==> config.mk <==
export PLATFORM = sky130hd
export DESIGN_NAME = fcva_fold_flat
export DESIGN_NICKNAME = d
export VERILOG_FILES = /design/src/hdl/fcva_pkg.sv /design/src/hdl/fcva_ang_if.sv /design/src/hdl/fcva_fold.sv /design/src/flat_wrapper.sv
export SDC_FILE = /design/constraint.sdc
export NUM_CORES = 1
export LEC_CHECK = 0
export BUFFER_PORTS_ARGS = -buffer_cell sky130_fd_sc_hd__buf_2
export CORE_ASPECT_RATIO = 0.75
export CORE_MARGIN = 3
export CORE_UTILIZATION = 50
export CTS_CLUSTER_DIAMETER = 40
export DETAILED_ROUTE_END_ITERATION = 10
export GPL_TIMING_DRIVEN = 0
export MAX_ROUTING_LAYER = met4
export PLACE_DENSITY = 0.83
export SYNTH_ARGS = -nofsm -noshare
export SYNTH_HDL_FRONTEND = slang
export SYNTH_SLANG_ARGS = --single-unit
==> constraint.sdc <==
create_clock -name clk -period 4.8 [get_ports clk]
set_input_delay 0 -clock clk [delete_from_list [all_inputs] [get_ports clk]]
set_output_delay 0 -clock clk [all_outputs]
set_load 0.02 [all_outputs]
==> src/hdl/fcva_pkg.sv <==
// ----------------------------------------------------------------------------
// fcva_pkg
// Shared constants, types and tables for the full-circle vector angle unit.
// ----------------------------------------------------------------------------
package fcva_pkg;

	localparam int ITERATIONS      = 16;
	localparam int COMPONENT_WIDTH = 32;

	localparam int IN_W        = 32;
	localparam int ANGLE_W     = 19;
	localparam int TABLE_SIZE  = 24;
	localparam int TBL_W       = 30;
	localparam int GUARD_SHIFT = 28;
	localparam int XY_HEAD     = 3;
	localparam int RND_SHIFT   = 14;

	localparam int CMP_W = (COMPONENT_WIDTH < IN_W) ? COMPONENT_WIDTH : IN_W;
	localparam int XY_W  = XY_HEAD + CMP_W + GUARD_SHIFT;
	localparam int Z_W   = 32;
	localparam int ZC_W  = 31;
	localparam int V_W   = 33;
	localparam int ROT_N = (ITERATIONS < TABLE_SIZE) ? ITERATIONS : TABLE_SIZE;

	localparam logic [V_W-1:0] HALF_PI_Q30       = 33'd1686629713;
	localparam logic [V_W-1:0] PI_Q30            = 33'd3373259426;
	localparam logic [V_W-1:0] THREE_HALF_PI_Q30 = 33'd5059889139;
	localparam logic [V_W-1:0] TWO_PI_Q30        = 33'd6746518852;
	localparam logic [V_W-1:0] RND_HALF          = 33'd8192;
	localparam logic [ANGLE_W-1:0] ANGLE_MAX     = 19'd411774;

	// atan(2^-i) in q0.30, truncated
	localparam logic [TBL_W-1:0] ATAN_Q30 [TABLE_SIZE] = '{
		30'd843314856, 30'd497837829, 30'd263043836, 30'd133525158,
		30'd67021686,  30'd33543515,  30'd16775850,  30'd8388437,
		30'd4194282,   30'd2097149,   30'd1048575,   30'd524287,
		30'd262143,    30'd131071,    30'd65535,     30'd32767,
		30'd16383,     30'd8191,      30'd4095,      30'd2047,
		30'd1023,      30'd511,       30'd255,       30'd127
	};

	typedef struct packed {
		logic zero;
		logic x_zero;
		logic y_zero;
		logic x_neg;
		logic y_neg;
	} tag_t;

	typedef struct packed {
		logic signed [XY_W-1:0] x;
		logic signed [XY_W-1:0] y;
		logic signed [Z_W-1:0]  z;
		tag_t                   tag;
	} rot_t;

endpackage

==> src/hdl/fcva_ang_if.sv <==
// ----------------------------------------------------------------------------
// fcva_ang_if
// Output channel: polar angle and zero flag per word.
// ----------------------------------------------------------------------------
interface fcva_ang_if;
	import fcva_pkg::*;

	logic               valid;
	logic               ready;
	logic [ANGLE_W-1:0] angle;
	logic               zero_vector;

	modport source (output valid, output angle, output zero_vector, input ready);
	modport sink (input valid, input angle, input zero_vector, output ready);

endinterface

==> src/hdl/fcva_fold.sv <==
// ----------------------------------------------------------------------------
// fcva_fold
// Clamp, quadrant folding and axis cases, then rounding to q3.16 with
// saturation into the output register.
// ----------------------------------------------------------------------------
module fcva_fold (
	input  logic           clk,
	input  logic           arst_n,
	input  logic           up_valid,
	output logic           up_ready,
	input  fcva_pkg::rot_t up_data,
	fcva_ang_if.source     res
);
	import fcva_pkg::*;

	logic                   vld_s1;
	logic [V_W-1:0]         ang_s1;
	logic                   zero_s1;
	logic                   vld_s2;
	logic [ANGLE_W-1:0]     ang_s2;
	logic                   zero_s2;
	logic                   rdy1;
	logic                   rdy2;
	logic signed [Z_W-1:0]  zs;
	logic [ZC_W-1:0]        zc;
	logic [V_W-1:0]         zv;
	logic [V_W-1:0]         fold;
	tag_t                   tag;
	logic [V_W-1:0]         rsum;
	logic [ANGLE_W-1:0]     rnd;

	assign zs  = up_data.z;
	assign tag = up_data.tag;

	always_comb begin
		if (zs[Z_W-1]) begin
			zc = '0;
		end else if (zs > signed'({1'b0, HALF_PI_Q30[Z_W-2:0]})) begin
			zc = HALF_PI_Q30[ZC_W-1:0];
		end else begin
			zc = zs[ZC_W-1:0];
		end
	end

	assign zv = {{(V_W-ZC_W){1'b0}}, zc};

	always_comb begin
		if (tag.zero) begin
			fold = '0;
		end else if (tag.x_zero) begin
			fold = tag.y_neg ? THREE_HALF_PI_Q30 : HALF_PI_Q30;
		end else if (tag.y_zero) begin
			fold = tag.x_neg ? PI_Q30 : '0;
		end else if (!tag.x_neg && !tag.y_neg) begin
			fold = zv;
		end else if (tag.x_neg && !tag.y_neg) begin
			fold = PI_Q30 - zv;
		end else if (tag.x_neg) begin
			fold = PI_Q30 + zv;
		end else begin
			fold = TWO_PI_Q30 - zv;
		end
	end

	assign rsum = ang_s1 + RND_HALF;
	assign rnd  = rsum[V_W-1:RND_SHIFT];

	assign rdy2     = !vld_s2 || res.ready;
	assign rdy1     = !vld_s1 || rdy2;
	assign up_ready = rdy1;

	always_ff @(posedge clk or negedge arst_n) begin
		if (!arst_n) begin
			vld_s1 <= 1'b0;
			vld_s2 <= 1'b0;
		end else begin
			if (rdy1) begin
				vld_s1 <= up_valid;
			end
			if (rdy2) begin
				vld_s2 <= vld_s1;
			end
		end
	end

	always_ff @(posedge clk) begin
		if (rdy1 && up_valid) begin
			ang_s1  <= fold;
			zero_s1 <= tag.zero;
		end
		if (rdy2 && vld_s1) begin
			ang_s2  <= (rnd > ANGLE_MAX) ? ANGLE_MAX : rnd;
			zero_s2 <= zero_s1;
		end
	end

	assign res.valid       = vld_s2;
	assign res.angle       = ang_s2;
	assign res.zero_vector = zero_s2;

endmodule

==> src/flat_wrapper.sv <==
// flat-port wrapper written by rule: the top's interface ports become plain ports
module fcva_fold_flat import fcva_pkg::*;
  (clk, arst_n, up_valid, up_ready, up_data, res_valid, res_angle, res_zero_vector, res_ready);
  fcva_ang_if res_i ();
  input  logic clk;
  input  logic arst_n;
  input  logic up_valid;
  output logic up_ready;
  input  fcva_pkg::rot_t up_data;
  output wire logic [$bits(res_i.valid)-1:0] res_valid;
  output wire logic [$bits(res_i.angle)-1:0] res_angle;
  output wire logic [$bits(res_i.zero_vector)-1:0] res_zero_vector;
  input wire logic [$bits(res_i.ready)-1:0] res_ready;
  assign res_valid = res_i.valid;
  assign res_angle = res_i.angle;
  assign res_zero_vector = res_i.zero_vector;
  assign res_i.ready = res_ready;
  fcva_fold u_core (.clk(clk), .arst_n(arst_n), .up_valid(up_valid), .up_ready(up_ready), .up_data(up_data), .res(res_i));
endmodule
; ---- Word-level counts from Yosys, hierarchy flattened
; Cells that the tools add are included.
[word_totals]
regBits = 56
input_bits = 167
out_inout_bits = 22
elab_cells = 31
[classes]
add_sub_neg = 4
n_lt_le_gt_ge = 2
mux = 9
n_reduce_logical = 10
[ops]
columns = op, n
row1 = 33-bit two-way mux, 6
row2 = 31-bit two-way mux, 2
row3 = 32-bit by 31-bit adder with 33-bit output (first input constant), 1
row4 = 33-bit by 14-bit adder with 33-bit output (second input constant), 1
row5 = 32-bit by 31-bit subtractor with 33-bit output (first input constant), 1
row6 = 32-bit by 32-bit subtractor with 33-bit output (first input constant), 1
row7 = 32-bit > comparator (second input constant), 1
row8 = 32-bit two-way mux, 1
row9 = 19-bit > comparator (second input constant), 1
row10 = 1-bit logical AND, 4
row11 = 1-bit zero test, 4
row12 = 1-bit logical OR, 2

; ---- Longest topological paths before layout
; Gate-level depths: netlist (run 1).
[depth]
ltp_word = 9
depth_mapped = 13
ltp_nobuf = 10

; ---- Worst setup path before layout (run 1)
; Ideal clock, no wire load.
[synth_path]
path_type = register to register
start = reg u_core.ang_s1[13]
end = reg u_core.ang_s2[1] (netlist: u_core.res.angle[1]) (data pin)
setup_time_ns = 0.283
t_arrival_ns = 2.460
t_required_ns = 4.517
slack_ns = 2.057
stages_incl_launch_ff = 12
path_buffers = 1
synth_period_minus_slack_ns = 2.743
cell_sequence = edfxtp_1 -> ha_1 -> nand3_1 -> nor2_1 -> and3_1 -> and3_1 -> clkbuf_1 -> nand3_1 -> a21oi_1 -> a21oi_1 -> a221oi_1 -> o211ai_1
[synth_between]
elab_chain_cells = 2
[synth_lines]
columns = item, line
row1 = start: declaration, fcva_fold.sv:17  ; logic [V_W-1:0] ang_s1;
row2 = start signal: assignment, fcva_fold.sv:88  ; ang_s1 <= fold;
row3 = 33-bit by 14-bit adder with 33-bit output (*), fcva_fold.sv:65  ; assign rsum = ang_s1 + RND_HALF;
row4 = 19-bit > comparator, fcva_fold.sv:92  ; ang_s2 <= (rnd > ANGLE_MAX) ? ANGLE_MAX : rnd;
row5 = end signal: assignment, fcva_fold.sv:92
row6 = end: declaration, fcva_fold.sv:20  ; logic [ANGLE_W-1:0] ang_s2;
; Every way passes the cells marked *; elsewhere a longest branch is shown, timed or not.
; A chain may end at the register's enable or synchronous reset.

; ---- Final worst setup path (run 1)
[layout_path]
start = reg u_core.ang_s1[14]
end = reg u_core.ang_s2[3] (netlist: u_core.res.angle[3]) (data pin)
; Same word-level chain as after synthesis.

==> results.md, run 1 <==
* Switch share at 33.7%
* Crit start category: register
* Layout cell share with drive strength beyond 1 at 14.0%
* Die span in x at 115 µm
* Placed cells at 721
* Cell count after synthesis at 561
* CP endpoint kind: register
* Final setup vio count at 0
* Hold_sp: res_ready
* Synth warn at 0
* Reg power frac at 38.1%
* GR Util All Layers at 32.7%
* First DRT Iteration DRCs at 810
* Worst r2r path cells at 11
* Max cap viols at 0
* Setup TNS at 0 ps
* Synthesis-stage register bit count at 43
* WP data required at 4790 ps
* Hold Violations, Final at 0
* Antenna Cells at 0
* Initial antenna violation count at 0
* Max Slew Vio Count at 0
* Worst rel slew slack at 14.5%
* Via count at 5145
* Port bufs at 52
* TritonRoute pass-1 iters at 5
* FMAX at 265 MHz
* Largest net degree at the start of global routing at 22
* Ys async rst share at 4.65%
* Final net count at 790
* Internal power at 820 µW
* Clock Skews at 3.39 ps
* Count of cell types in the netlist at 83
* RePlAce Congestion at 0.987
* Die height at 87.9 µm
* Logic pwr share at 30.1%
* PD cells at 244 mW/mm²
* Die area at 0.0101 mm²
* Reg-to-reg slack, setup at 1030 ps
* Clk network pwr share at 31.7%
* Core area at 0.00860 mm²
* Post-DP HPWL at 12500 µm
* Synthesized cell area at 0.00448 mm²
* Clock tree buffer depth at 2
* Clock buffer count from CTS at 5
* Actual slew at the worst max-slew pin at 1250 ps
* Vias in the first global route at 4572
* Tmin final at 3770 ps
* Clock-pin slew on the worst setup and hold paths at 60 ps
* Routed WL at 16200 µm
* Syn avg cell area at 7.98 µm²
* First-pass GRT wire length at 24800 µm
* Largest area contributor in the netlist: edfxtp_1
* Area growth from synthesis to layout at 13.1%
* Worst-Skew Late Latency at 290 ps
* Sequential-to-total area share from yosys stat at 28.6%
* Avg WL per Cell at 22.2 µm
* Reg-to-reg startpoint: u_core.ang_s1[14]
* Area of the multi-input gates at 0.00295 mm²
* Non-Filler Instances at 731
* DR vias/cell at 7.04
* Total area of sequential cells at 0.00128 mm²
* Most common cell after layout, fill and taps aside: buf_2
* Switching pwr at 416 µW
* Number of instances resized during post-cts repair at 0
* Post-place instance area at 0.00487 mm²
* Min-delay worst type: in -> reg
* Fill cells at 793
* Post-synthesis net count at 729
* H-tree depth at 2
* Cell area after layout at 0.00506 mm²
* Most common flop cell mapped by yosys: edfxtp_1
* Starting Density at 52.0%
* CTS Sinks at 43
* CTS tree: built
* CP max FO at 7
* Commonest cells after routing, fill and taps aside: buf_2, nor2_1, edfxtp_1
* DRC viols at 0
* IO Pins at 189
* Top post-synthesis cells by area: edfxtp_1, nor2_1, a21oi_1, o21ai_0, nand2_1
* WHS Endpoint: u_core.res.valid
* Worst EP arrival at 3760 ps
* Leak at 1.75 nW
* Max IR drop VDD at 0.241 mV
* Post-synth top area share at 27.5%
* CTS Root Cell: clkbuf_16
* RR Endpoint: u_core.res.angle[3]
* WHS Path Cells at 3
* Post-synth EDFFs at 41
* Final period utilization at 78.5%
* Status: complete, no violations
* Remaining Overflow, GRT at 0
* Crit Path Category: reg -> reg
* RSZ-0062 raised after global routing: false
* ANT nets after route at 0
* # rows at 29
-- sequential cells by signal, summed over array words and instances (netlist names) --
signal	cells
u_core.vld_s1	1
u_core.res.zero_vector	1
u_core.ang_s1	20
u_core.res.valid	1
u_core.res.angle	19
u_core.zero_s1	1
-- layout make-up --
| class | count | share of cell area (%) |
|---|---|---|
| tap | 108 | 2.67 |
| sequential | 43 | 25.3 |
| buffer | 46 | 3.71 |
| multi-input combinational | 458 | 58.4 |
| clock buffer | 5 | 2.47 |
| clock inverter | 3 | 0.865 |
| timing repair buffer | 54 | 5.54 |
| inverter | 14 | 1.04 |
-- metal layers --
metal	vias to the layer above	routed length, µm	GRT usage, %
met5	-	0	-
met4	0	170	5.86
met3	18	2390	9.05
met2	406	6620	44.1
met1	2420	7040	48.8
li1	2301	-	-
-- power by group through the flow --
stage / Clock [mW] / Combinational, mW / Sequential, mW
floorplan: 0 / 0.220 / 0.495
CTS: 0.396 / 0.359 / 0.471
global placement: 0 / 0.349 / 0.475
finish: 0.392 / 0.372 / 0.471
global route: 0.410 / 0.399 / 0.474
detailed placement: 0 / 0.356 / 0.478
-- per-stage QoR --
step           setup WS (ps)  hold slack [ps]  util (%)  power (mW)
4_1_cts                 1230             5.96      58.8        1.22
3_3_place_gp            1500             -215      56.6       0.825
3_5_place_dp            1240             -207      56.6       0.835
2_1_floorplan           2060             -296         -       0.715
6_report                1030             11.9      58.8        1.24
5_1_grt                  853             29.4      58.8        1.28
-- timing repair --
action                    CTS  global route
hold buffers                2             0
hold endpoints to repair    3             0
buffers inserted            0             0
-- synthesized netlist by cell type, drive strengths merged, types with 5 or more instances --
cell and count:
xor2 14, a21o 9, o311ai 5, nor2 51, a311oi 5, a21oi 38, nand3 22, and3 9
inv 12, a221oi 5, nor4 7, nand4 10, or2 6, o211ai 13, clkbuf 35, a2111oi 7
o31ai 11, a211oi 11, a31oi 10, or3 8, xnor2 12, buf 11, edfxtp 41, o21ai 52
nand2b 11, nor3 15, and2 13, o22ai 9, nand2 39
-- kinds of logic (layout without fill, tap and decap cells) --
logic type | count (synthesis) | in the layout | synth area share (%)
AOI/OAI and AO/OA | 215 | 215 | 34.2
xor gates and xnor gates | 26 | 26 | 5.09
adders and majority gates | 1 | 1 | 0.280
buffers and inverters | 60 | 122 | 5.37
DFF | 43 | 43 | 28.6
muxes | 3 | 3 | 0.671
and+or+nand+nor | 213 | 213 | 25.7
-- worst max-delay path, stage by stage, from the launching register on --
cell	delay (ps)
edfxtp_1	400
ha_1	240
nand3_1	170
nor2_1	480
and3_1	360
and3_1	180
clkbuf_1	210
nand3_1	110
a21oi_1	170
a21oi_1	80
a221oi_1	820
o21ai_0	240
-- how the worst max path moves through the flow --
| stage | to | slack (ps) | start |
|---|---|---|---|
| after global placement | u_core.ang_s1[15] | 1500 | up_data[27] |
| final | u_core.res.angle[3] | 1030 | u_core.ang_s1[14] |
| after CTS | u_core.res.angle[3] | 1230 | u_core.ang_s1[14] |
| after floorplan | u_core.res.angle[1] | 2060 | u_core.ang_s1[13] |
| after global routing | u_core.res.angle[3] | 850 | u_core.ang_s1[14] |
| after detailed placement | u_core.res.angle[3] | 1240 | u_core.ang_s1[14] |
Power figures use the tool's default switching activity.
==> run 2: changes to the inputs <==
- CORE_UTILIZATION: 50 -> 49
- PLACE_DENSITY: 0.83 -> 0.82
- clock period: 4.8 -> 3.9 ns (I/O delays scaled with it)
==> run 2 against run 1 <==
Sequential share of layout area about the same. Cell area about the same. Total power up 22%. Clock-buffer cell count up 1. Highest routed layer unchanged. Flip-flop and latch count unchanged. Critical path type unchanged. Global-route usage down 0.62 points. Via count down 0.29%. Non-clock buffer count unchanged. Largest cell class unchanged. Die area up 1.9%. Sequential power up 23%. Clock power up 19%.
==> results.md, run 2 (synthesis results as in run 1) <==
* Worst r2r path cells at 11
* Max reg flops at 20
* Commonest cells after routing, fill and taps aside: buf_2, nor2_1, edfxtp_1
* Crit Path Category: reg -> reg
* IO Pins at 189
* Largest net degree at the start of global routing at 22
* CP endpoint kind: register
* Setup repair bufs after CTS at 0
* Total area of sequential cells at 0.00128 mm²
* RePlAce Congestion at 1.02
* CP max stage delay at 570 ps
* Crit-path cells: ha_1, nand3_1, nor2_1, and3_1, and3_1, clkbuf_1, nand3_1, a21oi_1, a21oi_1, a221oi_2, o22ai_1
* GR Util All Layers at 32.1%
* PD cells at 297 mW/mm²
* ANT nets after route at 0
* Final setup vio count at 0
* Port bufs at 52
* Tmin final at 3400 ps
* Pre-CTS setup slack at 352 ps
* Status: complete, no violations
* Worst rel slew slack at 3.97%
* Most common cell after layout, fill and taps aside: buf_2
* Remaining Overflow, GRT at 0
* RR Endpoint: u_core.res.angle[4]
* Clock tree buffer depth at 2
* Reg-to-reg slack, setup at 500 ps
* WHS Path Cells at 3
* CTS Root Cell: clkbuf_16
* Actual slew at the worst max-slew pin at 1400 ps
* Max IR drop VDD at 0.247 mV
* Worst EP arrival at 3400 ps
* Crit start category: register
* CTS tree: built
* PnR worst setup slack at 501 ps
* Final net count at 790
* RSZ-0062 raised after global routing: false
* Max cap viols at 0
* Slowest CP cell: a221oi_2
* Via count at 5130
* Min-delay worst type: in -> reg
* Post-DP HPWL at 12100 µm
* Area growth from synthesis to layout at 13.0%
* Max Slew Vio Count at 0
* Hold Violations, Final at 0
* Starting Density at 51.6%
* Layout cell share with drive strength beyond 1 at 13.8%
* Antenna Cells at 0
* DR vias/cell at 7.03
* WHS Endpoint: u_core.res.valid
* First-pass GRT wire length at 25000 µm
* CTS Sinks at 43
* FMAX at 294 MHz
* Avg WL per Cell at 22.0 µm
* Core area at 0.00867 mm²
* Routed WL at 16000 µm
* Setup TNS at 0 ps
* Clock-pin slew on the worst setup and hold paths at 60 ps
* Worst-Skew Late Latency at 280 ps
* Largest Register: u_core.ang_s1
* Vias in the first global route at 4697
* Leak at 1.75 nW
* Area of the multi-input gates at 0.00296 mm²
* Reg-to-reg startpoint: u_core.ang_s1[13]
* Clock buffer count from CTS at 5
* TritonRoute pass-1 iters at 5
* Fill cells at 809
* DRC viols at 0
* First DRT Iteration DRCs at 680
* WP data required at 3900 ps
* # rows at 29
* Die height at 88.8 µm
* Hold_sp: res_ready
* Final period utilization at 87.2%
* CP max FO at 7
* Die area at 0.0103 mm²
* Clock Skews at 4.88 ps
* H-tree depth at 2
* Die span in x at 116 µm
* Initial antenna violation count at 0
==> run 2: cell count changes in the layout (fill, tap and decap cells not counted), sizes merged <==
cell | previous run | this run
clkinv | 4 | 2
clkbuf | 40 | 41
==> run 2: critical path: cells and delay by family (launching register included) <==
kind / cells / cell delay [ps]
compound gates: 4 / 1070
fa+ha+maj: 1 / 220
buf+inv: 1 / 200
flops: 1 / 380
simple gates: 5 / 1230
==> run 2: how the worst max path moves through the flow <==
stage                      start                   end  slack (ps)  depth (start not counted)
3_3_place_gp   u_core.ang_s1[13]   u_core.res.angle[6]         580                         11
2_1_floorplan  u_core.ang_s1[13]   u_core.res.angle[1]        1160                         11
5_1_grt        u_core.ang_s1[13]  u_core.res.angle[16]         230                         12
6_report       u_core.ang_s1[13]   u_core.res.angle[4]         500                         11
3_5_place_dp   u_core.ang_s1[13]   u_core.res.angle[4]         350                         11
4_1_cts        u_core.ang_s1[13]   u_core.res.angle[4]         280                         11
==> run 2: where the power goes <==
group          leakage [nW]  internal [mW]  switching [mW]
Combinational          1.25          0.150           0.309
Sequential            0.423          0.557          0.0213
Clock                0.0769          0.299           0.167
==> run 2: cell type report <==
cell class	instances	share of cell area, %
Multi-Input combinational cell	458	58.5
Sequential cell	43	25.3
Timing Repair Buffer	54	5.54
Buffer	46	3.71
Tap cell	108	2.67
Clock buffer	6	2.55
Inverter	14	1.04
Clock inverter	1	0.594
==> run 2: what timing repair did <==
item	CTS	global route
resized for setup	0	1
endpoints found under the hold margin	3	0
hold buffers	2	0
endpoints found under the setup margin	0	7
==> run 2: through the flow <==
stage                     hold WS (ps)  cells  util, %  area (µm²)  total power, mW
final                             14.9    730     58.3        5060             1.50
after global routing              27.0    730     58.3        5060             1.56
after CTS                         17.0    730     58.2        5050             1.49
after detailed placement          -213    721     56.2        4870             1.02
after global placement            -214    721     56.2        4870             1.02
after floorplan                   -296    561        -        4480            0.880
==> run 2: per-layer routing <==
metal | vias to the layer above | global-route usage, % | part of all wire, %
met2 | 361 | 44.1 | 41
met4 | 0 | 7.17 | 1.9
li1 | 2303 | - | -
met5 | - | - | 0
met3 | 30 | 9.43 | 13
met1 | 2436 | 46.2 | 44
==> run 3: changes to the inputs <==
- clock period: 3.9 -> 3.2 ns (I/O delays scaled with it)
==> run 3 against run 2 <==
The run now ends with max-capacitance violations, max-slew violations left. Setup slack worse by 390 ps. First-iteration DRC count up 12%. Global-route usage is essentially flat. Cell count increased by 0.27%. Worst hold slack got worse by 2.0 ps. Cell area is 1.1% higher. Clock-buffer cell count is the same. Die area stayed put. Clock power grew 23%. Total power rose by 23%. Clock skew decreased by 1.5 ps. Via count is 0.18% lower. Critical endpoint is now u_core.ang_s1[21]. Highest routed layer unchanged.
==> results.md, run 3 (synthesis results as in run 1) <==
* Die span in x at 116 µm
* Post-DP HPWL at 12100 µm
* Largest Register: u_core.ang_s1
* TritonRoute pass-1 iters at 6
* PD cells at 360 mW/mm²
* Total area of sequential cells at 0.00128 mm²
* DRC viols at 0
* Layout cell share with drive strength beyond 1 at 14.7%
* ANT nets after route at 0
* Crit start category: primary input
* Clock-pin slew on the worst setup and hold paths at 60 ps
* Most common cell after layout, fill and taps aside: buf_2
* CTS Root Cell: clkbuf_16
* # rows at 29
* Failing checks: max-capacitance violations, max-slew violations
* Die area at 0.0103 mm²
* WHS Path Cells at 3
* Clock tree buffer depth at 2
* Tmin final at 3090 ps
* Antenna Cells at 0
* Worst rel slew slack at -0.205%
* Worst r2r path cells at 11
* Min-delay worst type: in -> reg
* Leak at 1.77 nW
* First DRT Iteration DRCs at 760
* Hold Violations, Final at 0
* Worst EP arrival at 3130 ps
* Max reg flops at 20
* Initial antenna violation count at 0
* Crit Path Category: in -> reg
* Actual slew at the worst max-slew pin at 1470 ps
* CP max FO at 10
* Clock buffer count from CTS at 5
* First-pass GRT wire length at 25000 µm
* Vias in the first global route at 4728
* Commonest cells after routing, fill and taps aside: buf_2, nor2_1, edfxtp_1
* WP data required at 3240 ps
* RSZ-0062 raised after global routing: true
* Worst-Skew Late Latency at 280 ps
* Area of the multi-input gates at 0.00298 mm²
* Final setup vio count at 0
* GR Util All Layers at 32.1%
* Via count at 5121
* CTS Sinks at 43
* Max cap viols at 1
* Starting Density at 51.6%
* H-tree depth at 2
* Status: complete, but fails checks
* Fill cells at 797
* Remaining Overflow, GRT at 0
* Hold Worst Slack at 12.9 ps
* Final net count at 792
* Port bufs at 52
* Core area at 0.00867 mm²
* IO Pins at 189
* CTS tree: built
* Avg WL per Cell at 21.9 µm
* RePlAce Congestion at 1.02
* Total power at 1.84 mW
* Final period utilization at 96.5%
* FMAX at 324 MHz
* Routed WL at 16000 µm
* Die height at 88.8 µm
* Clock Skews at 3.38 ps
* Reg-to-reg slack, setup at 180 ps
* Largest net degree at the start of global routing at 22
* CP endpoint kind: register
* DR vias/cell at 7.00
* Max Slew Vio Count at 1
* Area growth from synthesis to layout at 14.2%
* Max IR drop VDD at 0.302 mV
[run 3: layout make-up]
cell class	count	area share, %
Buffer	45	3.60
Multi-Input combinational cell	458	58.4
Inverter	14	1.03
Sequential cell	43	25.1
Clock inverter	1	0.588
Tap cell	108	2.64
Timing Repair Buffer	57	6.17
Clock buffer	6	2.52
[run 3: per-stage QoR]
| step | area [µm²] | worst slack, ps | utilization (%) | setup TNS (ps) | instances |
|---|---|---|---|---|---|
| after floorplan | 4480 | 457 | - | 0 | 561 |
| after global placement | 4870 | -117 | 56.2 | -773 | 721 |
| after detailed placement | 4870 | -348 | 56.2 | -2310 | 721 |
| after CTS | 5060 | 24.6 | 58.3 | 0 | 730 |
| after global routing | 5110 | -1.90 | 58.9 | -2.46 | 732 |
| final | 5110 | 111 | 58.9 | 0 | 732 |
[run 3: worst paths after layout]
path / end / start
setup reg to reg: u_core.res.angle[11] / u_core.ang_s1[13]
hold reg to reg: u_core.res.zero_vector / u_core.zero_s1
min in group asynchronous: u_core.vld_s1 / arst_n
hold / removal: u_core.res.valid / res_ready
max in group asynchronous: u_core.res.valid / arst_n
setup / recovery: u_core.ang_s1[21] / up_data[18]
[run 3: where the power goes]
part / switching [mW] / leakage, nW / internal (mW)
registers: 0.0259 / 0.423 / 0.679
clock network: 0.206 / 0.0769 / 0.364
logic: 0.379 / 1.27 / 0.188
total: 0.611 / 1.77 / 1.23
[run 3: metal layers]
layer	up-vias	share of wire [%]	track usage, %
met2	356	41	44.2
met5	-	0	-
met3	30	13	10.3
li1	2308	-	-
met4	0	2.0	7.27
met1	2427	44	45.6
[run 3: critical path, stage by stage]
cell	delay [ps]
buf_2	160
clkbuf_1	430
o211ai_1	240
a2111oi_0	1260
o21ai_0	180
a21oi_1	180
o21ai_0	130
and4_1	250
o31a_1	270
[run 3: timing repair]
item                                    4_1_cts  5_1_grt
buffers inserted                              0        3
resized for setup                             2        6
endpoints found under the hold margin         3        0
pin swaps                                     0        1
endpoints found under the setup margin       17       20
hold buffers                                  2        0
