$ cat src/hdl/fcva_pkg.sv
// ----------------------------------------------------------------------------
// fcva_pkg
// Shared constants, types and tables for the full-circle vector angle unit.
// ----------------------------------------------------------------------------
package fcva_pkg;

	localparam int ITERATIONS      = 16;
	localparam int COMPONENT_WIDTH = 32;

	localparam int IN_W        = 32;
	localparam int ANGLE_W     = 19;
	localparam int TABLE_SIZE  = 24;
	localparam int TBL_W       = 30;
	localparam int GUARD_SHIFT = 28;
	localparam int XY_HEAD     = 3;
	localparam int RND_SHIFT   = 14;

	localparam int CMP_W = (COMPONENT_WIDTH < IN_W) ? COMPONENT_WIDTH : IN_W;
	localparam int XY_W  = XY_HEAD + CMP_W + GUARD_SHIFT;
	localparam int Z_W   = 32;
	localparam int ZC_W  = 31;
	localparam int V_W   = 33;
	localparam int ROT_N = (ITERATIONS < TABLE_SIZE) ? ITERATIONS : TABLE_SIZE;

	localparam logic [V_W-1:0] HALF_PI_Q30       = 33'd1686629713;
	localparam logic [V_W-1:0] PI_Q30            = 33'd3373259426;
	localparam logic [V_W-1:0] THREE_HALF_PI_Q30 = 33'd5059889139;
	localparam logic [V_W-1:0] TWO_PI_Q30        = 33'd6746518852;
	localparam logic [V_W-1:0] RND_HALF          = 33'd8192;
	localparam logic [ANGLE_W-1:0] ANGLE_MAX     = 19'd411774;

	// atan(2^-i) in q0.30, truncated
	localparam logic [TBL_W-1:0] ATAN_Q30 [TABLE_SIZE] = '{
		30'd843314856, 30'd497837829, 30'd263043836, 30'd133525158,
		30'd67021686,  30'd33543515,  30'd16775850,  30'd8388437,
		30'd4194282,   30'd2097149,   30'd1048575,   30'd524287,
		30'd262143,    30'd131071,    30'd65535,     30'd32767,
		30'd16383,     30'd8191,      30'd4095,      30'd2047,
		30'd1023,      30'd511,       30'd255,       30'd127
	};

	typedef struct packed {
		logic zero;
		logic x_zero;
		logic y_zero;
		logic x_neg;
		logic y_neg;
	} tag_t;

	typedef struct packed {
		logic signed [XY_W-1:0] x;
		logic signed [XY_W-1:0] y;
		logic signed [Z_W-1:0]  z;
		tag_t                   tag;
	} rot_t;

endpackage

$ cat src/hdl/fcva_vec_if.sv
// ----------------------------------------------------------------------------
// fcva_vec_if
// Input channel: one signed vector per word.
// ----------------------------------------------------------------------------
interface fcva_vec_if;
	import fcva_pkg::*;

	logic                   valid;
	logic                   ready;
	logic signed [IN_W-1:0] x_value;
	logic signed [IN_W-1:0] y_value;

	modport source (output valid, output x_value, output y_value, input ready);
	modport sink (input valid, input x_value, input y_value, output ready);

endinterface

$ cat src/hdl/fcva_prep.sv
// ----------------------------------------------------------------------------
// fcva_prep
// Input stage: component extraction, magnitudes, guard scaling and
// classification of axis and zero cases.
// ----------------------------------------------------------------------------
module fcva_prep (
	input  logic           clk,
	input  logic           arst_n,
	fcva_vec_if.sink       vec,
	output logic           down_valid,
	input  logic           down_ready,
	output fcva_pkg::rot_t down_data
);
	import fcva_pkg::*;

	logic             vld_s1;
	rot_t             rot_s1;
	rot_t             nxt;
	logic [CMP_W-1:0] cx;
	logic [CMP_W-1:0] cy;
	logic [CMP_W-1:0] ax;
	logic [CMP_W-1:0] ay;
	logic             rdy;

	assign cx = vec.x_value[CMP_W-1:0];
	assign cy = vec.y_value[CMP_W-1:0];
	assign ax = cx[CMP_W-1] ? (~cx + 1'b1) : cx;
	assign ay = cy[CMP_W-1] ? (~cy + 1'b1) : cy;

	always_comb begin
		nxt.x          = {{XY_HEAD{1'b0}}, ax, {GUARD_SHIFT{1'b0}}};
		nxt.y          = {{XY_HEAD{1'b0}}, ay, {GUARD_SHIFT{1'b0}}};
		nxt.z          = '0;
		nxt.tag.x_zero = (cx == '0);
		nxt.tag.y_zero = (cy == '0);
		nxt.tag.zero   = (cx == '0) && (cy == '0);
		nxt.tag.x_neg  = cx[CMP_W-1];
		nxt.tag.y_neg  = cy[CMP_W-1];
	end

	assign rdy       = !vld_s1 || down_ready;
	assign vec.ready = rdy;

	always_ff @(posedge clk or negedge arst_n) begin
		if (!arst_n) begin
			vld_s1 <= 1'b0;
		end else if (rdy) begin
			vld_s1 <= vec.valid;
		end
	end

	always_ff @(posedge clk) begin
		if (rdy && vec.valid) begin
			rot_s1 <= nxt;
		end
	end

	assign down_valid = vld_s1;
	assign down_data  = rot_s1;

endmodule

$ cat src/flat_wrapper.sv
// flat-port wrapper written by rule: the top's interface ports become plain ports
module fcva_prep_flat import fcva_pkg::*;
  (clk, arst_n, down_valid, down_ready, down_data, vec_valid, vec_x_value, vec_y_value, vec_ready);
  fcva_vec_if vec_i ();
  input  logic clk;
  input  logic arst_n;
  output logic down_valid;
  input  logic down_ready;
  output fcva_pkg::rot_t down_data;
  input wire logic [$bits(vec_i.valid)-1:0] vec_valid;
  input wire logic [$bits(vec_i.x_value)-1:0] vec_x_value;
  input wire logic [$bits(vec_i.y_value)-1:0] vec_y_value;
  output wire logic [$bits(vec_i.ready)-1:0] vec_ready;
  assign vec_i.valid = vec_valid;
  assign vec_i.x_value = vec_x_value;
  assign vec_i.y_value = vec_y_value;
  assign vec_ready = vec_i.ready;
  fcva_prep u_core (.clk(clk), .arst_n(arst_n), .vec(vec_i), .down_valid(down_valid), .down_ready(down_ready), .down_data(down_data));
endmodule
$ cat config.mk
export PLATFORM = sky130hd
export DESIGN_NAME = fcva_prep_flat
export DESIGN_NICKNAME = d
export VERILOG_FILES = /design/src/hdl/fcva_pkg.sv /design/src/hdl/fcva_vec_if.sv /design/src/hdl/fcva_prep.sv /design/src/flat_wrapper.sv
export SDC_FILE = /design/constraint.sdc
export NUM_CORES = 1
export LEC_CHECK = 0
export BUFFER_PORTS_ARGS = -buffer_cell sky130_fd_sc_hd__buf_4
export CAP_MARGIN = 40
export CORE_UTILIZATION = 49
export CTS_CLUSTER_SIZE = 14
export DETAILED_ROUTE_END_ITERATION = 8
export GPL_TIMING_DRIVEN = 1
export HOLD_SLACK_MARGIN = 0.12
export PLACE_DENSITY = 0.87
export SLEW_MARGIN = 5
export SYNTH_ARGS = -nofsm -noshare
export SYNTH_HDL_FRONTEND = slang
export SYNTH_SLANG_ARGS = --single-unit
$ cat constraint.sdc
create_clock -name clk -period 4.11 [get_ports clk]
set_input_delay 0.822 -clock clk [delete_from_list [all_inputs] [get_ports clk]]
set_output_delay 0.822 -clock clk [all_outputs]
set_load 0.03 [all_outputs]
## After elaboration in Yosys (flattened, before gate mapping)

Index checks and enable logic that the tools add are counted.

| cells by class | value |
|---|---|
| shifts and indexed selects | 0 |
| $lt $le $gt $ge | 0 |
| bitwise gates (word level) | 2 |
| divide/modulo/power cells | 0 |
| equality and inequality tests | 0 |
| $mul | 0 |
| add/sub/neg operators | 2 |
| reductions and logical operators | 6 |
| mux-type cells | 2 |

Operators by type and width:

| cell | count |
|---|---|
| adder 32 x 1 -> 32 bit, second input constant | 2 |
| logical NOT 32 bit | 2 |
| inverter 32 bit | 2 |
| two-way mux 31 bit | 2 |
| logical AND 1 bit | 2 |
| logical NOT 1 bit | 1 |
| logical OR 1 bit | 1 |

| storage, ports and cells | value |
|---|---|
| memories kept | 0 |
| bits in read-only memories | 0 |
| input bits | 68 |
| register bits | 70 |
| output and inout port bits | 165 |
| memory bits (writable) | 0 |
| latch bits | 0 |
| logic and storage cells | 22 |

## Logic depth before layout (Yosys ltp)

Gate-level depths: netlist of the first run.

| depth | value |
|---|---|
| word-level depth | 3 |
| mapped depth | 6 |
| depth with buffers taken out | 6 |

## Worst setup path before layout of the first run

OpenSTA, ideal clock, no wires.

| timing | value |
|---|---|
| path type | input to register |
| from | input down_ready |
| to | register u_core.rot_s1, in the netlist u_core.down_data[0], enable pin |
| library setup time | 434 ps |
| data arrival time | 2824 ps |
| path slack | 852 ps |
| required time | 3676 ps |
| stages on the path | 2 |
| cell sequence | nand2b_1 > and2_1 |

| between the ends | value |
|---|---|
| word-level cells in the longest chain between the ends | 2 |

Ends and longest elaborated chain:

| what | line | text |
|---|---|---|
| start, declared | flat_wrapper.sv:8 | `input logic down_ready;` |
| logical OR 1 bit | fcva_prep.sv:41 | `assign rdy = !vld_s1 \|\| down_ready;` |
| logical AND 1 bit | fcva_prep.sv:53 | `if (rdy && vec.valid) begin` |
| end signal, assigned | fcva_prep.sv:54 | `rot_s1 <= nxt;` |
| end, declared | fcva_prep.sv:17 | `rot_t rot_s1;` |

No other way between the ends.
A chain may end at the register's enable or synchronous reset.

## Worst setup path in the final report of the first run

| timing | value |
|---|---|
| from | input vec_y_value[7] |
| to | register u_core.rot_s1, in the netlist u_core.down_data[88] (data pin) |

| between the ends | value |
|---|---|
| word-level cells in the longest chain between the ends | 3 |

Ends and longest elaborated chain:

| what | line | text |
|---|---|---|
| start, declared | flat_wrapper.sv:12 | `input wire logic [$bits(vec_i.y_value)-1:0] vec_y_value;` |
| inverter 32 bit | fcva_prep.sv:28 | `assign ay = cy[CMP_W-1] ? (~cy + 1'b1) : cy;` |
| adder 32 x 1 -> 32 bit | fcva_prep.sv:28 |  |
| two-way mux 31 bit | fcva_prep.sv:28 |  |
| named net u_core.ay[23] | fcva_prep.sv:22 | `logic [CMP_W-1:0] ay;` |

The timed path passes the listed nets, and every way through them passes these cells.

==> results of run 1 <==
-- registers in the layout, indices dropped and copies added (netlist names) --
name and cells:
u_core.down_valid 1, u_core.down_data 69
-- through the flow --
stage	cell area, um2	worst slack, ns	cells
3_5_place_dp	5090	1.07	613
6_report	5300	1.37	629
2_1_floorplan	4650	0.852	472
3_3_place_gp	5090	1.15	613
4_1_cts	5300	1.43	629
5_1_grt	5300	1.15	629
-- per-layer routing --
layer,track usage,part of all wire,vias to the layer above
met5,0,0,-
met4,0.0858,0.013,0
met3,0.0478,0.091,13
met2,0.350,0.53,186
met1,0.215,0.37,1484
li1,-,-,1462
-- final cells by class --
cell class | instances | share of cell area
multi-input combinational | 294 | 0.337
timing repair buffer | 139 | 0.199
tap | 105 | 0.0248
inverter | 5 | 0.00354
clock inverter | 5 | 0.0109
sequential | 70 | 0.396
clock buffer | 11 | 0.0286
-- cell families (layout without fill, tap and decap cells) --
| logic type | count (synthesis) | in the layout | share of synthesized area |
|---|---|---|---|
| AO/OA/AOI/OAI | 46 | 46 | 0.0838 |
| XOR/XNOR | 58 | 58 | 0.118 |
| adder cells (fa/ha/maj) | 4 | 4 | 0.0116 |
| buffers and inverters | 108 | 160 | 0.178 |
| flip-flops | 70 | 70 | 0.488 |
| other | 1 | 94 | 0.000873 |
| AND/OR/NAND/NOR | 92 | 92 | 0.119 |
-- cell usage in the layout, fill, tap and decap left out, types with 2 or more instances in the layout --
cell	synthesis	layout
buf_4	94	138
conb_1	1	94
edfxtp_1	69	69
xnor2_1	58	58
nand2_1	25	25
o31ai_1	16	16
o41ai_1	15	15
o21ai_0	13	13
clkbuf_8	0	11
nor4_1	10	10
nor2_1	8	8
nand3_1	7	7
nor3_1	7	7
inv_1	5	5
nand2b_1	5	5
or3_1	5	5
or2_2	4	4
nand4_1	4	4
ha_1	4	4
clkinvlp_4	0	3
nand3b_1	2	2
or4_1	2	2
or4_4	2	2
nor4b_1	2	2
and4b_1	2	2
-- how the worst max path moves through the flow --
stage	from	slack (ns)	to
6_report	vec_y_value[7]	1.37	u_core.down_data[88]
5_1_grt	vec_y_value[7]	1.15	u_core.down_data[86]
2_1_floorplan	down_ready	0.85	u_core.down_data[0]
4_1_cts	vec_y_value[7]	1.43	u_core.down_data[88]
3_3_place_gp	vec_y_value[7]	1.15	u_core.down_data[88]
3_5_place_dp	vec_y_value[7]	1.07	u_core.down_data[88]
-- power by group through the flow --
stage	Combinational (mW)	Clock (mW)	Sequential, mW
after floorplan	0.288	0	0.981
final	0.492	0.573	0.865
after global routing	0.524	0.614	0.870
after CTS	0.491	0.581	0.866
after detailed placement	0.490	0	0.881
after global placement	0.482	0	0.880
==> results.py, run 1 <==
metrics = {
    "run_status": {
        "status": "complete, no violations",
    },
    "synthesis": {
        "synth_area_um2": 4300,
        "synth_area_leader_cell": "edfxtp_1",
        "ys_warn_count": 0,
        "synth-seq-cells": 70,
        "ys_types": 35,
        "synth_top_cells_by_count": "94 x buf_4, 69 x edfxtp_1, 58 x xnor2_1, 25 x nand2_1, 16 x o31ai_1",
        "synthCells": 379,
        "yosysMostFrequentCell": "buf_4",
        "seq_area_frac_synth": 0.488,
        "synth.avg_cell_area_um2": 11.3,
        "synthArstFlopShare": 0.0143,
        "synth_edf_count": 69,
        "synth_top_cell_area_share": 0.482,
        "ys_top_cells_by_area": "edfxtp_1 48%, buf_4 16%, xnor2_1 12%",
        "yosys_most_used_dff": "edfxtp_1",
    },
    "routing": {
        "vias_per_cell": 5.00,
        "routedWlPerCell_um": 14.2,
        "drtIter0Drc": 106,
        "drtAntennaViolNets": 0,
        "wl_um": 8930,
        "drcViolationCount": 0,
        "vias": 3145,
        "drtPass1Iterations": 4,
    },
    "timing": {
        "relSlewSlack": 0.441,
        "clock_skew_ns": 0.0103,
        "fin_crit_sh": 0.668,
        "rsz0062_at_grt": "no",
        "setup_viol": 0,
        "finalHoldViolations": 0,
        "fin_tns_setup_ns": 0,
        "tightest_slew_ns": 0.839,
        "post-route-min-period_ns": 2.74,
        "timing.fmax_mhz": 364,
        "slew_violations": 0,
        "worst_hold_slack_ns": 0.245,
    },
    "clock_network": {
        "cts_made_buffers": 9,
        "h-tree-depth": 3,
        "cts_resized": 0,
        "cts_root_buf": "clkbuf_8",
        "clockBufferDepth": 2,
        "clock_latency_ns": 0.33,
        "clk_pin_slew_ns": 0.08,
        "post_cts_buffers": 0,
        "cts.sinks": 70,
        "cts_tree": "built",
        "hold_buffers": 0,
    },
    "worst_setup_path": {
        "cp_max_fo": 11,
        "cp_slowest_cell": "nor4_1",
        "reg2reg_depth": 3,
        "critical-path-max-stage-delay_ns": 0.65,
        "cp-start-kind": "primary input",
        "path_depth": 5,
        "cp.required_ns": 4.18,
        "arrival_ns": 2.81,
        "r2r_start": "u_core.down_valid",
        "worstPathCellList": "buf_4 -> nor4_1 -> nand4_1 -> o41ai_1 -> xnor2_1",
        "critical_path.top_delay_family": "simple AND/OR/NAND/NOR gates",
        "r2r_setup_slack_ns": 2.28,
        "reg2reg_to": "u_core.down_data[90]",
        "cp-end-kind": "flip-flop",
        "crit_buf_inv": 1,
        "critical_path_class": "in2reg",
    },
    "flow_run": {
        "maxCapViolCount": 0,
    },
    "finish": {
        "multi_input_area_um2": 1790,
        "fill_cells": 658,
        "fin_nets": 591,
        "regArea_um2": 2100,
        "area_growth_pct": 23.3,
        "finish.utilization": 0.635,
        "drive_gt1_frac": 0.315,
        "n_antenna_cell": 0,
    },
    "pwr": {
        "power_frac_comb": 0.255,
        "leakagePower_nw": 2.15,
        "p_int_mw": 1.32,
        "seqPwrFrac": 0.448,
        "p_switching_mw": 0.608,
        "clock_power_share": 0.297,
        "switching_share": 0.315,
        "power_mw": 1.93,
        "ir_drop_uv": 168,
        "powerDensity_nw_per_um2": 364,
    },
    "grt": {
        "grt_pass1_wl_um": 13500,
        "antenna_found_initial": 0,
        "grt_pass1_vias": 2922,
        "overflow": 0,
        "grt_use_total": 0.194,
        "grt_max_degree": 37,
    },
    "floorplanning": {
        "ios": 233,
        "rows": 33,
        "core-area_um2": 8340,
        "die_w_um": 95.7,
        "dieArea_um2": 9150,
        "dieHeight_um": 95.7,
        "initial_core_util": 0.515,
    },
    "min_path": {
        "hp-class": "in2async",
    },
    "place": {
        "port_buffers": 138,
        "gp_congestion": 0.796,
        "dp_hpwl_um": 6810,
    },
}
Note: power is estimated with default switching activity, not from simulation.
==> run 2: changes to the inputs <==
Settings changed: CORE_UTILIZATION 49 to 41, PLACE_DENSITY 0.87 to 0.77.
Clock period 4.11 ns to 2.29 ns, I/O delays scaled along.
==> run 2 against run 1 <==
Sequential share of layout area is 1.0 points lower. Global-route usage is 2.2 points lower. Highest routed layer unchanged. Clock power is 62% higher. Clock skew is 0.0014 ns lower. Largest power group unchanged.
==> results.py, run 2 (synthesis gave the netlist of run 1 again) <==
metrics = {
    "clock_network": {
        "cts_tree": "built",
        "clock_latency_ns": 0.35,
        "cts.sinks": 70,
        "cts_root_buf": "clkbuf_8",
        "clk_pin_slew_ns": 0.07,
        "h-tree-depth": 3,
        "cts_made_buffers": 9,
        "post_cts_buffers": 0,
        "clockBufferDepth": 2,
    },
    "routing": {
        "route.met3.wl_um": 851,
        "drtIter0Drc": 132,
        "drtAntennaViolNets": 0,
        "drcViolationCount": 0,
        "met1_length_um": 3540,
        "highest_layer": "met4",
        "routedWlPerCell_um": 13.9,
        "drtPass1Iterations": 4,
        "vias": 3154,
        "vias_per_cell": 4.66,
        "wl_um": 9430,
        "met2_length_um": 4750,
    },
    "timing": {
        "finalHoldViolations": 0,
        "setup_viol": 0,
        "slew_violations": 0,
        "fin_crit_sh": 0.867,
        "timing.fmax_mhz": 504,
        "post-route-min-period_ns": 1.99,
        "rsz0062_at_grt": "no",
        "clock_skew_ns": 0.00892,
        "fin_tns_setup_ns": 0,
    },
    "min_path": {
        "hp-class": "in2reg",
    },
    "finish": {
        "drive_gt1_frac": 0.329,
        "area_growth_pct": 26.6,
        "multi_input_area_um2": 1790,
        "fill_cells": 900,
        "final_cell_mix": "154 x buf_4, 94 x conb_1, 69 x edfxtp_1",
        "final_common_cell": "buf_4",
        "fin_nets": 608,
        "n_antenna_cell": 0,
        "largest_register_ffs": 69,
        "finish.utilization": 0.532,
        "regArea_um2": 2100,
    },
    "pwr": {
        "power_frac_comb": 0.265,
        "switching_share": 0.317,
        "ir_drop_uv": 257,
        "seqPwrFrac": 0.460,
        "powerDensity_nw_per_um2": 621,
        "p_switching_mw": 1.07,
        "p_int_mw": 2.30,
        "leakagePower_nw": 2.22,
        "clock_power_share": 0.274,
    },
    "run_status": {
        "status": "complete, no violations",
    },
    "flow_run": {
        "maxCapViolCount": 0,
    },
    "worst_setup_path": {
        "cp-end-kind": "flip-flop",
        "critical_path_class": "in2reg",
        "arrival_ns": 2.08,
        "cp_max_fo": 6,
        "cp.required_ns": 2.38,
        "cp-start-kind": "primary input",
    },
    "grt": {
        "grt_pass1_wl_um": 14300,
        "overflow": 0,
        "grt_use_total": 0.172,
        "antenna_found_initial": 0,
        "grt_max_degree": 70,
        "grt_pass1_vias": 2861,
    },
    "floorplanning": {
        "ios": 233,
        "dieHeight_um": 104,
        "die_w_um": 104,
        "initial_core_util": 0.420,
        "core-area_um2": 10200,
        "dieArea_um2": 10900,
        "rows": 37,
    },
    "place": {
        "dp_hpwl_um": 7090,
        "gp_congestion": 0.841,
        "port_buffers": 138,
    },
}
run 2: cell count changes in the layout (fill, tap and decap cells not counted), sizes merged:
| cell | before | now |
|---|---|---|
| dlygate4sd3 | 0 | 1 |
| clkbuf | 11 | 15 |
| clkinvlp | 3 | 0 |
| buf | 139 | 155 |
| bufinv | 1 | 0 |
run 2: critical path, stage by stage:
cell and delay [ns]:
buf_4 0.11, or4_4 0.55, or4_4 0.49, o41ai_4 0.38, xnor2_1 0.09
run 2: layout make-up:
class                           instances  share of cell area
Inverter                                5             0.00345
Tap cell                              136              0.0313
Clock inverter                          1            0.000920
Sequential cell                        70               0.386
Timing Repair Buffer                  156               0.218
Clock buffer                           15              0.0324
Multi-Input combinational cell        294               0.328
run 2: worst paths after layout:
path | start | end | slack (ns) | cells after the start
worst min register to register | u_core.down_valid | u_core.down_valid | 0.54 | 2
worst max register to register | u_core.down_valid | u_core.down_data[148] | 0.92 | 3
worst min-delay path | vec_x_value[0] | u_core.down_data[128] | 0.31 | 1
min in group asynchronous | arst_n | u_core.down_valid | 0.42 | 2
max in group asynchronous | arst_n | u_core.down_valid | 1.79 | 2
worst max-delay path | vec_y_value[13] | u_core.down_data[94] | 0.30 | 5
run 2: per-layer routing:
layer | up-vias | track usage
met5 | - | 0
met2 | 196 | 0.299
met4 | 0 | 0.100
li1 | 1497 | -
met1 | 1438 | 0.193
met3 | 23 | 0.0388
run 2: repair_timing:
item,4_1_cts,5_1_grt
hold endpoints to repair,1,0
hold buffers,1,0
gates resized for setup,0,0
run 2: per-stage QoR:
| stage | instance area (um2) | worst slack, ns | std cells | power (mW) | hold slack (ns) |
|---|---|---|---|---|---|
| 2_1_floorplan | 4650 | 0.0588 | 472 | 2.27 | 0.162 |
| 3_3_place_gp | 5250 | -0.0134 | 660 | 2.46 | 0.233 |
| 3_5_place_dp | 5250 | -0.0565 | 660 | 2.48 | 0.234 |
| 4_1_cts | 5440 | 0.311 | 677 | 3.40 | 0.289 |
| 5_1_grt | 5440 | 0.272 | 677 | 3.51 | 0.292 |
| 6_report | 5440 | 0.304 | 677 | 3.38 | 0.309 |
run 2: power by group through the flow:
stage / clock network [mW] / logic (mW) / registers, mW
final: 0.926 / 0.895 / 1.55
after global routing: 1.00 / 0.949 / 1.56
after CTS: 0.948 / 0.897 / 1.56
after detailed placement: 0 / 0.893 / 1.58
after global placement: 0 / 0.881 / 1.58
after floorplan: 0 / 0.518 / 1.76
==> run 3: changes to the inputs <==
Settings changed: CORE_ASPECT_RATIO set to 0.8, MAX_ROUTING_LAYER set to met4.
==> run 3 against run 2 <==
Hold slack better by 0.022 ns. Worst setup slack worse by 0.0020 ns. Sequential power hardly changed. Critical endpoint unchanged. Final cell count is 0.30% higher. Highest routed layer unchanged. Clock power is 62% higher. Utilization is 1.2 points higher. Critical path depth stayed put. Largest power group unchanged. Design area is 2.4% higher. Combinational power hardly changed.
==> results.py, run 3 (synthesis gave the netlist of run 1 again) <==
metrics = {
    "timing": {
        "fin_tns_setup_ns": 0,
        "clock_skew_ns": 0.00708,
        "worst_hold_slack_ns": 0.332,
        "rsz0062_at_grt": "no",
        "timing.fmax_mhz": 503,
        "setup_viol": 0,
        "slew_violations": 0,
        "finalHoldViolations": 0,
        "finalWorstSetupSlack_ns": 0.302,
        "fin_crit_sh": 0.868,
        "post-route-min-period_ns": 1.99,
    },
    "finish": {
        "drive_gt1_frac": 0.332,
        "finish.utilization": 0.544,
        "area_growth_pct": 29.6,
        "n_antenna_cell": 0,
        "multi_input_area_um2": 1790,
        "fin_nets": 606,
        "final_common_cell": "buf_4",
        "fill_cells": 865,
        "largest_register_ffs": 69,
        "regArea_um2": 2100,
        "final_cell_mix": "152 x buf_4, 94 x conb_1, 69 x edfxtp_1",
    },
    "run_status": {
        "status": "complete, no violations",
    },
    "pwr": {
        "p_int_mw": 2.78,
        "p_switching_mw": 1.18,
        "clock_power_share": 0.380,
        "switching_share": 0.297,
        "powerDensity_nw_per_um2": 710,
        "leakagePower_nw": 2.27,
        "seqPwrFrac": 0.393,
        "ir_drop_uv": 383,
        "power_mw": 3.96,
        "power_frac_comb": 0.227,
    },
    "floorplanning": {
        "dieHeight_um": 93.6,
        "die_w_um": 116,
        "core-area_um2": 10200,
        "ios": 233,
        "dieArea_um2": 10900,
        "initial_core_util": 0.420,
        "rows": 33,
    },
    "routing": {
        "routedWlPerCell_um": 13.7,
        "drtPass1Iterations": 4,
        "wl_um": 9330,
        "drcViolationCount": 0,
        "vias": 3252,
        "drtIter0Drc": 180,
        "vias_per_cell": 4.79,
        "drtAntennaViolNets": 0,
    },
    "worst_setup_path": {
        "cp-start-kind": "primary input",
        "cp.required_ns": 2.36,
        "cp_slowest_cell": "or4_4",
        "cp-end-kind": "flip-flop",
        "cp_max_fo": 6,
        "critical-path-max-stage-delay_ns": 0.53,
        "critical_path.top_delay_family": "simple AND/OR/NAND/NOR gates",
        "crit_buf_inv": 1,
        "worstPathCellList": "buf_4 -> or4_4 -> or4_4 -> o41ai_4 -> xnor2_1",
        "critical_path_class": "in2reg",
        "crit_top_cell": "or4_4",
        "arrival_ns": 2.06,
    },
    "min_path": {
        "hp-class": "in2reg",
    },
    "clock_network": {
        "cts_root_buf": "clkbuf_16",
        "h-tree-depth": 3,
        "cts_made_buffers": 9,
        "post_cts_buffers": 0,
        "clockBufferDepth": 2,
        "clk_pin_slew_ns": 0.06,
        "clock_latency_ns": 0.32,
        "cts.sinks": 70,
        "cts_tree": "built",
    },
    "grt": {
        "antenna_found_initial": 0,
        "overflow": 0,
        "grt_use_total": 0.168,
        "grt_max_degree": 70,
        "grt_pass1_wl_um": 13700,
        "grt_pass1_vias": 2893,
    },
    "flow_run": {
        "maxCapViolCount": 0,
    },
    "place": {
        "post-place-ws_ns": -0.0359,
        "port_buffers": 138,
        "dp_hpwl_um": 6990,
        "gp_congestion": 0.828,
    },
}
-- run 3: cell count changes in the layout (fill, tap and decap cells not counted) --
cell / previous run / this run
clkbuf_8: 12 / 0
clkbuf_16: 0 / 9
clkbuf_1: 3 / 0
buf_4: 154 / 152
bufinv_16: 0 / 2
clkinvlp_4: 0 / 2
clkinv_4: 0 / 1
inv_6: 0 / 1
-- run 3: final timing paths --
path                              startpoint                    end  slack, ns  cells past startpoint
setup / recovery             vec_y_value[13]   u_core.down_data[94]       0.30                      5
hold / removal                vec_x_value[0]  u_core.down_data[128]       0.33                      1
setup reg to reg           u_core.down_valid  u_core.down_data[149]       0.89                      3
hold reg to reg            u_core.down_valid      u_core.down_valid       0.56                      2
max in group asynchronous             arst_n      u_core.down_valid       1.77                      2
min in group asynchronous             arst_n      u_core.down_valid       0.44                      2
-- run 3: cell type report --
type                            instances  share of cell area
Inverter                                5             0.00337
Multi-Input combinational cell        294               0.321
Timing Repair Buffer                  154               0.210
Sequential cell                        70               0.376
Clock buffer                            9              0.0404
Clock inverter                          7              0.0175
Tap cell                              140              0.0314
-- run 3: power groups by stage --
stage	Sequential (mW)	Clock, mW	Combinational, mW
after global placement	1.58	0	0.878
after detailed placement	1.58	0	0.892
final	1.55	1.50	0.897
after floorplan	1.76	0	0.518
after global routing	1.56	1.58	0.948
after CTS	1.56	1.53	0.895
-- run 3: through the flow --
step / std cells / area [um2]
floorplan: 472 / 4650
global placement: 662 / 5240
detailed placement: 662 / 5240
CTS: 679 / 5570
global route: 679 / 5570
finish: 679 / 5570
-- run 3: what timing repair did --
action                                 4_1_cts  5_1_grt
hold buffers                                 1        0
resized for setup                            0        0
endpoints found under the hold margin        1        0
-- run 3: routing by layer --
metal  up-vias  part of all wire  track usage
met4         0             0.026       0.0791
met3        16             0.067       0.0356
met1      1567              0.40        0.194
met2       170              0.50        0.280
met5         -                 0            -
li1       1499                 -            -
